==> src/hw/rtl/pidsc_pkg.sv <==
// Shared types, constants and register codes for the PID speed controller.
package pidsc_pkg;

   // Number of motor channels with their own loop state.
   localparam int CHANNELS = 4;
   localparam int CHANNEL_W = 2;

   // Field widths.
   localparam int SPEED_W = 16;
   localparam int DRIVE_W = 9;
   localparam int GAIN_W = 16;
   localparam int LIMIT_W = 8;
   localparam int SUM_W = 32;
   localparam int CSR_INDEX_W = 2;
   localparam int CSR_DATA_W = 16;

   // Register reset values: the gains are unsigned Q0.16.
   localparam logic [GAIN_W-1:0] KP_RESET = 16'd590;
   localparam logic [GAIN_W-1:0] KI_RESET = 16'd34;
   localparam logic [GAIN_W-1:0] KD_RESET = 16'd2477;
   localparam logic [LIMIT_W-1:0] LIMIT_RESET = 8'd255;

   // Manual drive floor, so that the drive stays symmetric.
   localparam logic signed [DRIVE_W-1:0] DRIVE_MIN = -9'sd255;

   // Control register indexes.
   typedef enum logic [CSR_INDEX_W-1:0] {
      CSR_KP_GAIN     = 2'd0,
      CSR_KI_GAIN     = 2'd1,
      CSR_KD_GAIN     = 2'd2,
      CSR_DRIVE_LIMIT = 2'd3
   } csr_index_type;

   // Loop mode codes.
   typedef enum logic {
      MODE_MANUAL = 1'b0,
      MODE_PID    = 1'b1
   } mode_type;

   // Loop state kept for one channel.
   typedef struct packed {
      logic signed [DRIVE_W-1:0] drive;
      logic signed [SPEED_W-1:0] prev_err;
      logic signed [SUM_W-1:0]   err_sum;
   } chan_state_type;

   // Gains and clamp as held in the control registers.
   typedef struct packed {
      logic [GAIN_W-1:0]  kp;
      logic [GAIN_W-1:0]  ki;
      logic [GAIN_W-1:0]  kd;
      logic [LIMIT_W-1:0] limit;
   } gains_type;

endpackage

==> src/hw/rtl/pidsc_csr.sv <==
// Control registers of the PID speed controller: gains and drive clamp.
module pidsc_csr (
   input  logic                               clock,
   input  logic                               reset,
   input  logic                               csr_valid,
   output logic                               csr_ready,
   input  logic [pidsc_pkg::CSR_INDEX_W-1:0]  csr_index,
   input  logic [pidsc_pkg::CSR_DATA_W-1:0]   csr_data,
   output pidsc_pkg::gains_type               gains
);
   import pidsc_pkg::*;

   gains_type gains_ff;
   gains_type gains_in;

   // Writes are always taken.
   assign csr_ready = 1'b1;

   // Decode the register index of a write beat.
   always_comb begin
      gains_in = gains_ff;
      if (csr_valid) begin
         case (csr_index_type'(csr_index))
            CSR_KP_GAIN:     gains_in.kp = csr_data;
            CSR_KI_GAIN:     gains_in.ki = csr_data;
            CSR_KD_GAIN:     gains_in.kd = csr_data;
            CSR_DRIVE_LIMIT: gains_in.limit = csr_data[LIMIT_W-1:0];
            default:         gains_in = gains_ff;
         endcase
      end
   end

   always_ff @(posedge clock) begin
      if (reset) begin
         gains_ff.kp <= KP_RESET;
         gains_ff.ki <= KI_RESET;
         gains_ff.kd <= KD_RESET;
         gains_ff.limit <= LIMIT_RESET;
      end else begin
         gains_ff <= gains_in;
      end
   end

   assign gains = gains_ff;

endmodule

==> src/hw/rtl/pidsc_state.sv <==
// Per-channel loop state registers with one read and one write port.
module pidsc_state (
   input  logic                              clock,
   input  logic                              reset,
   input  logic [pidsc_pkg::CHANNEL_W-1:0]   rd_channel,
   output pidsc_pkg::chan_state_type         rd_state,
   input  logic                              wr_enable,
   input  logic [pidsc_pkg::CHANNEL_W-1:0]   wr_channel,
   input  pidsc_pkg::chan_state_type         wr_state
);
   import pidsc_pkg::*;

   chan_state_type state_ff [CHANNELS];

   // The state of the channel at the compute stage.
   assign rd_state = state_ff[rd_channel];

   // Every channel starts with zero drive, error and error sum.
   always_ff @(posedge clock) begin
      if (reset) begin
         for (int i = 0; i < CHANNELS; i++) begin
            state_ff[i] <= '0;
         end
      end else if (wr_enable) begin
         state_ff[wr_channel] <= wr_state;
      end
   end

endmodule

==> src/hw/rtl/pidsc_datapath.sv <==
// Combinational loop update for one control tick of one channel.
module pidsc_datapath (
   input  logic                                     mode,
   input  logic signed [pidsc_pkg::SPEED_W-1:0]     target_speed,
   input  logic signed [pidsc_pkg::SPEED_W-1:0]     measured_speed,
   input  logic signed [pidsc_pkg::DRIVE_W-1:0]     manual_drive,
   input  pidsc_pkg::gains_type                     gains,
   input  pidsc_pkg::chan_state_type                cur_state,
   output pidsc_pkg::chan_state_type                next_state
);
   import pidsc_pkg::*;

   localparam int DIFF_W = SPEED_W + 1;
   localparam int PKD_W = GAIN_W + 1 + DIFF_W;
   localparam int PI_W = GAIN_W + 1 + SUM_W;
   localparam int TOT_W = PI_W + 3;
   localparam int FRAC_W = 16;
   localparam int QUO_W = TOT_W - FRAC_W;

   logic signed [SPEED_W-1:0]  err;
   logic signed [SUM_W:0]      sum_wide;
   logic signed [SUM_W-1:0]    sum_sat;
   logic signed [DIFF_W-1:0]   err_diff;
   logic signed [GAIN_W:0]     kp_s;
   logic signed [GAIN_W:0]     ki_s;
   logic signed [GAIN_W:0]     kd_s;
   logic signed [PKD_W-1:0]    p_kp;
   logic signed [PI_W-1:0]     p_ki;
   logic signed [PKD_W-1:0]    p_kd;
   logic signed [TOT_W-1:0]    drive_scaled;
   logic signed [TOT_W-1:0]    total;
   logic signed [QUO_W-1:0]    quo_floor;
   logic signed [QUO_W-1:0]    quo;
   logic signed [QUO_W-1:0]    lim_pos;
   logic signed [QUO_W-1:0]    lim_neg;
   logic signed [QUO_W-1:0]    clamped;
   logic signed [DRIVE_W-1:0]  manual_sat;

   // Error wraps to the speed width; the error sum saturates.
   assign err = target_speed - measured_speed;
   assign sum_wide = (SUM_W+1)'(cur_state.err_sum) + (SUM_W+1)'(err);
   always_comb begin
      if (sum_wide[SUM_W] != sum_wide[SUM_W-1]) begin
         sum_sat = sum_wide[SUM_W] ? {1'b1, {(SUM_W-1){1'b0}}}
                                   : {1'b0, {(SUM_W-1){1'b1}}};
      end else begin
         sum_sat = sum_wide[SUM_W-1:0];
      end
   end
   assign err_diff = DIFF_W'(err) - DIFF_W'(cur_state.prev_err);

   // Three products of the unsigned gains with signed terms.
   assign kp_s = $signed({1'b0, gains.kp});
   assign ki_s = $signed({1'b0, gains.ki});
   assign kd_s = $signed({1'b0, gains.kd});
   assign p_kp = PKD_W'(kp_s) * PKD_W'(err);
   assign p_ki = PI_W'(ki_s) * PI_W'(sum_sat);
   assign p_kd = PKD_W'(kd_s) * PKD_W'(err_diff);

   // Drive in Q.16 plus the correction, then divide rounding toward zero.
   assign drive_scaled = $signed({(TOT_W-FRAC_W)'(cur_state.drive), {FRAC_W{1'b0}}});
   assign total = drive_scaled + TOT_W'(p_kp) + TOT_W'(p_ki) + TOT_W'(p_kd);
   assign quo_floor = total[TOT_W-1:FRAC_W];
   assign quo = (total[TOT_W-1] && (total[FRAC_W-1:0] != '0)) ? quo_floor + QUO_W'(1)
                                                               : quo_floor;

   // Symmetric clamp on the drive magnitude.
   assign lim_pos = $signed({(QUO_W-LIMIT_W)'(0), gains.limit});
   assign lim_neg = -lim_pos;
   always_comb begin
      if (quo > lim_pos) begin
         clamped = lim_pos;
      end else if (quo < lim_neg) begin
         clamped = lim_neg;
      end else begin
         clamped = quo;
      end
   end

   // The most negative manual code is pulled up to the symmetric floor.
   assign manual_sat = (manual_drive < DRIVE_MIN) ? DRIVE_MIN : manual_drive;

   // Select the new channel state by mode and target.
   always_comb begin
      next_state = cur_state;
      if (mode_type'(mode) == MODE_MANUAL) begin
         next_state.drive = manual_sat;
      end else if (target_speed == '0) begin
         next_state = '0;
      end else begin
         next_state.drive = clamped[DRIVE_W-1:0];
         next_state.prev_err = err;
         next_state.err_sum = sum_sat;
      end
   end

endmodule

==> src/hw/rtl/pid_speed_controller.sv <==
// PID speed controller: four-channel incremental speed loop, one tick per beat.
// Pipeline: a request beat is held in the input register while it is computed, and
// its new drive is loaded into the result register; a stalled result holds both.
// Throughput: one request beat per cycle while the result is not stalled; the channel
// state written by one tick is read by the tick after it, so ticks may follow back to back.
// Reset: synchronous, active high; clears channel state and both stage valids,
// and loads the gain and clamp registers with their defaults.
module pid_speed_controller (
   input  logic                                    clock,
   input  logic                                    reset,
   input  logic                                    req_valid,
   output logic                                    req_stall,
   input  logic [pidsc_pkg::CHANNEL_W-1:0]         req_channel,
   input  logic                                    req_mode,
   input  logic signed [pidsc_pkg::SPEED_W-1:0]    req_target_speed,
   input  logic signed [pidsc_pkg::SPEED_W-1:0]    req_measured_speed,
   input  logic signed [pidsc_pkg::DRIVE_W-1:0]    req_manual_drive,
   output logic                                    rsp_valid,
   input  logic                                    rsp_stall,
   output logic [pidsc_pkg::CHANNEL_W-1:0]         rsp_out_channel,
   output logic signed [pidsc_pkg::DRIVE_W-1:0]    rsp_drive,
   input  logic                                    csr_valid,
   output logic                                    csr_ready,
   input  logic [pidsc_pkg::CSR_INDEX_W-1:0]       csr_index,
   input  logic [pidsc_pkg::CSR_DATA_W-1:0]        csr_data
);
   import pidsc_pkg::*;

   logic                       in_valid_ff;
   logic [CHANNEL_W-1:0]       in_channel_ff;
   logic                       in_mode_ff;
   logic signed [SPEED_W-1:0]  in_target_ff;
   logic signed [SPEED_W-1:0]  in_measured_ff;
   logic signed [DRIVE_W-1:0]  in_manual_ff;
   logic                       out_valid_ff;
   logic                       out_valid_in;
   logic [CHANNEL_W-1:0]       out_channel_ff;
   logic signed [DRIVE_W-1:0]  out_drive_ff;
   logic signed [DRIVE_W-1:0]  out_drive_in;
   logic                       advance;
   logic                       take_req;
   logic                       chan_ok;
   gains_type                  gains;
   chan_state_type             cur_state;
   chan_state_type             next_state;

   // The compute stage moves when the result register is empty or drained.
   assign advance = !out_valid_ff || !rsp_stall;
   assign req_stall = in_valid_ff && !advance;
   assign take_req = req_valid && !req_stall;
   assign chan_ok = (32'(in_channel_ff) < CHANNELS);

   pidsc_csr u_csr (
      .clock     (clock),
      .reset     (reset),
      .csr_valid (csr_valid),
      .csr_ready (csr_ready),
      .csr_index (csr_index),
      .csr_data  (csr_data),
      .gains     (gains)
   );

   pidsc_state u_state (
      .clock      (clock),
      .reset      (reset),
      .rd_channel (in_channel_ff),
      .rd_state   (cur_state),
      .wr_enable  (in_valid_ff && advance && chan_ok),
      .wr_channel (in_channel_ff),
      .wr_state   (next_state)
   );

   pidsc_datapath u_datapath (
      .mode           (in_mode_ff),
      .target_speed   (in_target_ff),
      .measured_speed (in_measured_ff),
      .manual_drive   (in_manual_ff),
      .gains          (gains),
      .cur_state      (cur_state),
      .next_state     (next_state)
   );

   // Input register: holds the tick being computed.
   always_ff @(posedge clock) begin
      if (reset) begin
         in_valid_ff <= 1'b0;
      end else if (advance || !in_valid_ff) begin
         in_valid_ff <= take_req;
      end
   end

   always_ff @(posedge clock) begin
      if (take_req) begin
         in_channel_ff <= req_channel;
         in_mode_ff <= req_mode;
         in_target_ff <= req_target_speed;
         in_measured_ff <= req_measured_speed;
         in_manual_ff <= req_manual_drive;
      end
   end

   // Result register: loads the new drive of the computed tick.
   assign out_valid_in = advance ? in_valid_ff : out_valid_ff;
   assign out_drive_in = chan_ok ? next_state.drive : '0;

   always_ff @(posedge clock) begin
      if (reset) begin
         out_valid_ff <= 1'b0;
      end else begin
         out_valid_ff <= out_valid_in;
      end
   end

   always_ff @(posedge clock) begin
      if (advance && in_valid_ff) begin
         out_channel_ff <= in_channel_ff;
         out_drive_ff <= out_drive_in;
      end
   end

   assign rsp_valid = out_valid_ff;
   assign rsp_out_channel = out_channel_ff;
   assign rsp_drive = out_drive_ff;

endmodule
==> config.mk <==
export PLATFORM = sky130hd
export DESIGN_NAME = pid_speed_controller
export DESIGN_NICKNAME = d
export VERILOG_FILES = /design/src/hw/rtl/pidsc_pkg.sv /design/src/hw/rtl/pidsc_csr.sv /design/src/hw/rtl/pidsc_state.sv /design/src/hw/rtl/pidsc_datapath.sv /design/src/hw/rtl/pid_speed_controller.sv
export SDC_FILE = /design/constraint.sdc
export NUM_CORES = 2
export LEC_CHECK = 0
export BUFFER_PORTS_ARGS = -buffer_cell sky130_fd_sc_hd__buf_2
export CAP_MARGIN = 5
export CORE_AREA = 5 5 322 324
export DETAILED_ROUTE_END_ITERATION = 6
export DIE_AREA = 0 0 327 329
export PLACE_DENSITY = 0.9
export SLEW_MARGIN = 20
export SYNTH_ARGS = -nofsm -noshare
export SYNTH_HDL_FRONTEND = slang
export SYNTH_SLANG_ARGS = --single-unit
export TNS_END_PERCENT = 30
==> constraint.sdc <==
create_clock -name clock -period 19.4 [get_ports clock]
set_input_delay 0.97 -clock clock [delete_from_list [all_inputs] [get_ports clock]]
set_output_delay 0.97 -clock clock [all_outputs]
set_load 0.02 [all_outputs]
==> run_results.csv <==
group,metric,value,unit
clocking,hold_buffers,0,
sta,drv_slew,0,
detailed_routing,wl_per_cell,23.9,um
critical_path,crit_required,19.78,ns
clocking,clock_latency,0.56,ns
placed_design,hpwlAfterDp,151,mm
sta,fin_hold_ws,0.473,ns
detailed_routing,detail-route-antenna-nets,0,
clocking,cts_root_buffer,"clkbuf_16",
logic_synthesis,synthCells,6427,
global_route,grt_pass1_vias,56900,
cells_and_area,nNetsFinal,8732,
critical_path,critPathKind,"flip-flop to flip-flop",
placed_design,portBuffers,79,
critical_path,startpoint_type,"flip-flop",
cells_and_area,final_core_util,70.1,%
floorplanning,dieHeight,329,um
clocking,cts_buffers,35,
sta,slew_headroom,2.32,%
critical_path,reg2reg_depth,91,
sta,setup_viol,45,
critical_path,cpPeakStageDelay,0.61,ns
sta,setup_tns,-51.72,ns
placed_design,dp_slack,-1.69,ns
logic_synthesis,ys_ff_latch,343,
sta,finalWorstSetupSlack,-1.26,ns
logic_synthesis,syn_nets,8045,
hold_path,whs_path_depth,2,
logic_synthesis,synth_warnings,0,
critical_path,arrival,21.03,ns
floorplanning,core-area,101000,um2
placed_design,place.gp.congestion,0.991,
cells_and_area,layout_commonest_cell,"inv_1",
logic_synthesis,synth.yosys.seq_area_share,16.2,%
sta,post-route-period-util,106,%
global_route,grt_usage,36.6,%
floorplanning,fp.dieW,327,um
critical_path,cp_slowest_cell,"or4_4",
global_route,overflow,0,
status,violations,"DRC, setup timing",
logic_synthesis,syn_area_per_cell,9.30,um2
cells_and_area,synthToLayoutAreaGrowth,18.2,%
run,max-cap-violations,0,
detailed_routing,vias,52800,
cells_and_area,regArea,9700,um2
floorplanning,boundaryPins,81,
clocking,cts.sinks,343,
critical_path,cpMostUsedCell,"fa_1",
floorplanning,dieArea,108000,um2
detailed_routing,drt_iter0_markers,6365,
clocking,cts_tree,"done",
detailed_routing,finalWirelength,202,mm
sta,fmax,48.4,MHz
cells_and_area,drive_gt1_share,19.4,%
detailed_routing,first_pass_iters,7,
cells_and_area,fill_cells,6487,
sta,hold_violations,0,
status,status,"finished with violations",
logic_synthesis,ys.flop_type,"edfxtp_1",
logic_synthesis,synth_edf_count,283,
hold_path,hold_class,"flip-flop to flip-flop",
detailed_routing,drt-vias-per-instance,6.24,
logic_synthesis,syn-cell-area,59800,um2
critical_path,endpoint_kind,"flip-flop",
global_route,grt_max_degree,65,
cells_and_area,final_cell_mix,"inv_1 (1274), fa_1 (1018), nand2_1 (917)",
floorplanning,rows,117,
sta,worstMarginPinSlew,1.47,ns
clocking,clk_pin_slew,0.07,ns
critical_path,cp_max_fo,6,
clocking,clk_path_buf_depth,3,
sta,grt_setup_unrepaired,"yes",
sta,clock_skew,0.0289,ns
floorplanning,initial_core_util,59.3,%
logic_synthesis,async_flop_share,0,%
logic_synthesis,synth.distinct_cells,90,
detailed_routing,drc_errors,2,
sta,fin_crit,20.66,ns
cells_and_area,multiInputGateArea,46100,um2
global_route,antenna_found_initial,15,
global_route,grt_pass1_wl,308,mm
clocking,cts_max_level,2,
cell type report:
type / instances / share of cell area (%)
Antenna cell: 8 / 0.0283
Clock buffer: 47 / 1.41
Clock inverter: 15 / 0.269
Inverter: 1285 / 6.83
Multi-Input combinational cell: 4508 / 65.2
Sequential cell: 343 / 13.7
Tap cell: 1309 / 2.32
Timing Repair Buffer: 941 / 10.2
final timing paths:
path	start	endpoint	slack [ns]
worst max-delay path	in_target_ff[1]$_DFFE_PP_	u_state.state_ff[0][53]$_SDFFCE_PN0P_	-1.26
worst min-delay path	u_csr.gains[26]$_SDFFE_PP0P_	u_csr.gains[26]$_SDFFE_PP0P_	0.47
worst max register to register	in_target_ff[1]$_DFFE_PP_	u_state.state_ff[0][53]$_SDFFCE_PN0P_	-1.26
worst min register to register	u_csr.gains[26]$_SDFFE_PP0P_	u_csr.gains[26]$_SDFFE_PP0P_	0.47
cell usage after synthesis (19+ instances only):
cell	count	area (um2)
ha_1	521	6520
o211ai_1	26	195
mux2i_1	22	220
o21ai_0	104	521
or2_2	40	250
nand4_1	30	188
and3_1	34	213
a31oi_1	24	150
nor2b_1	66	413
fa_1	1030	20600
nand3_1	59	295
nor4_1	37	231
xor2_1	51	447
clkbuf_1	266	998
and2_1	300	1880
a21boi_0	25	188
edfxtp_1	283	8500
a211oi_1	20	150
a21oi_1	186	931
nor2_1	321	1200
nand3b_1	22	165
nand2_1	927	3480
a22oi_1	40	300
nor3_1	48	240
mux4_2	51	1150
inv_1	1284	4820
a311oi_1	20	175
xnor2_1	99	867
nand2b_1	55	344
o22ai_1	51	319
o21bai_1	19	143
a21o_1	56	420
dfxtp_1	60	1200
o21a_1	29	218
stage by stage:
stage	instances	cell area (um2)
2_1_floorplan	6427	60400
3_3_place_gp	8291	67200
3_5_place_dp	8291	67200
4_1_cts	8412	69800
5_1_grt	8453	70700
6_report	8456	70700
cell families (layout without fill, tap and decap cells):
kind of cell,count (synthesis),count (layout),share of synthesized area (%)
AND/OR/NAND/NOR,2003,2003,15.8
buffers and inverters,1578,2288,9.97
adder cells (fa/ha/maj),1551,1551,45.4
AO/OA/AOI/OAI,717,719,7.93
flip-flops,343,343,16.2
XOR/XNOR,150,150,2.20
multiplexers,84,84,2.50
other,1,9,0.00627
critical path: cells and delay by family (launching register included):
family                   cells  cell delay, ns
flip-flops                   1            0.39
AND/OR/NAND/NOR             14            3.03
adder cells (fa/ha/maj)     20            8.61
buffers and inverters       22            2.49
XOR/XNOR                     3            0.38
multiplexers                 3            0.59
AO/OA/AOI/OAI               29            4.93
registers in the layout, summed over array words and instances, names as in the netlist, named ones only:
signal	flops
in_channel_ff	2
in_manual_ff	9
in_measured_ff	16
in_mode_ff	1
in_target_ff	16
in_valid_ff	1
rsp_drive	9
rsp_out_channel	2
rsp_valid	1
u_csr.gains	56
u_state.state_ff	228
metal layers:
metal,track usage (%),part of all wire [%]
met5,0,0.050
met4,28.4,10
met3,9.60,13
met2,58.4,45
met1,42.4,32
repair_timing:
item / CTS / global route
cloned: 3 / 0
buffers inserted: 59 / 37
pin swaps: 97 / 109
hold endpoints to repair: 0 / 0
setup endpoints to repair: 45 / 45
gates resized for setup: 185 / 102
Power is left out: the tool's default activity adds up to more than one toggle a clock period on the data nets, which glitch-free logic cannot reach.
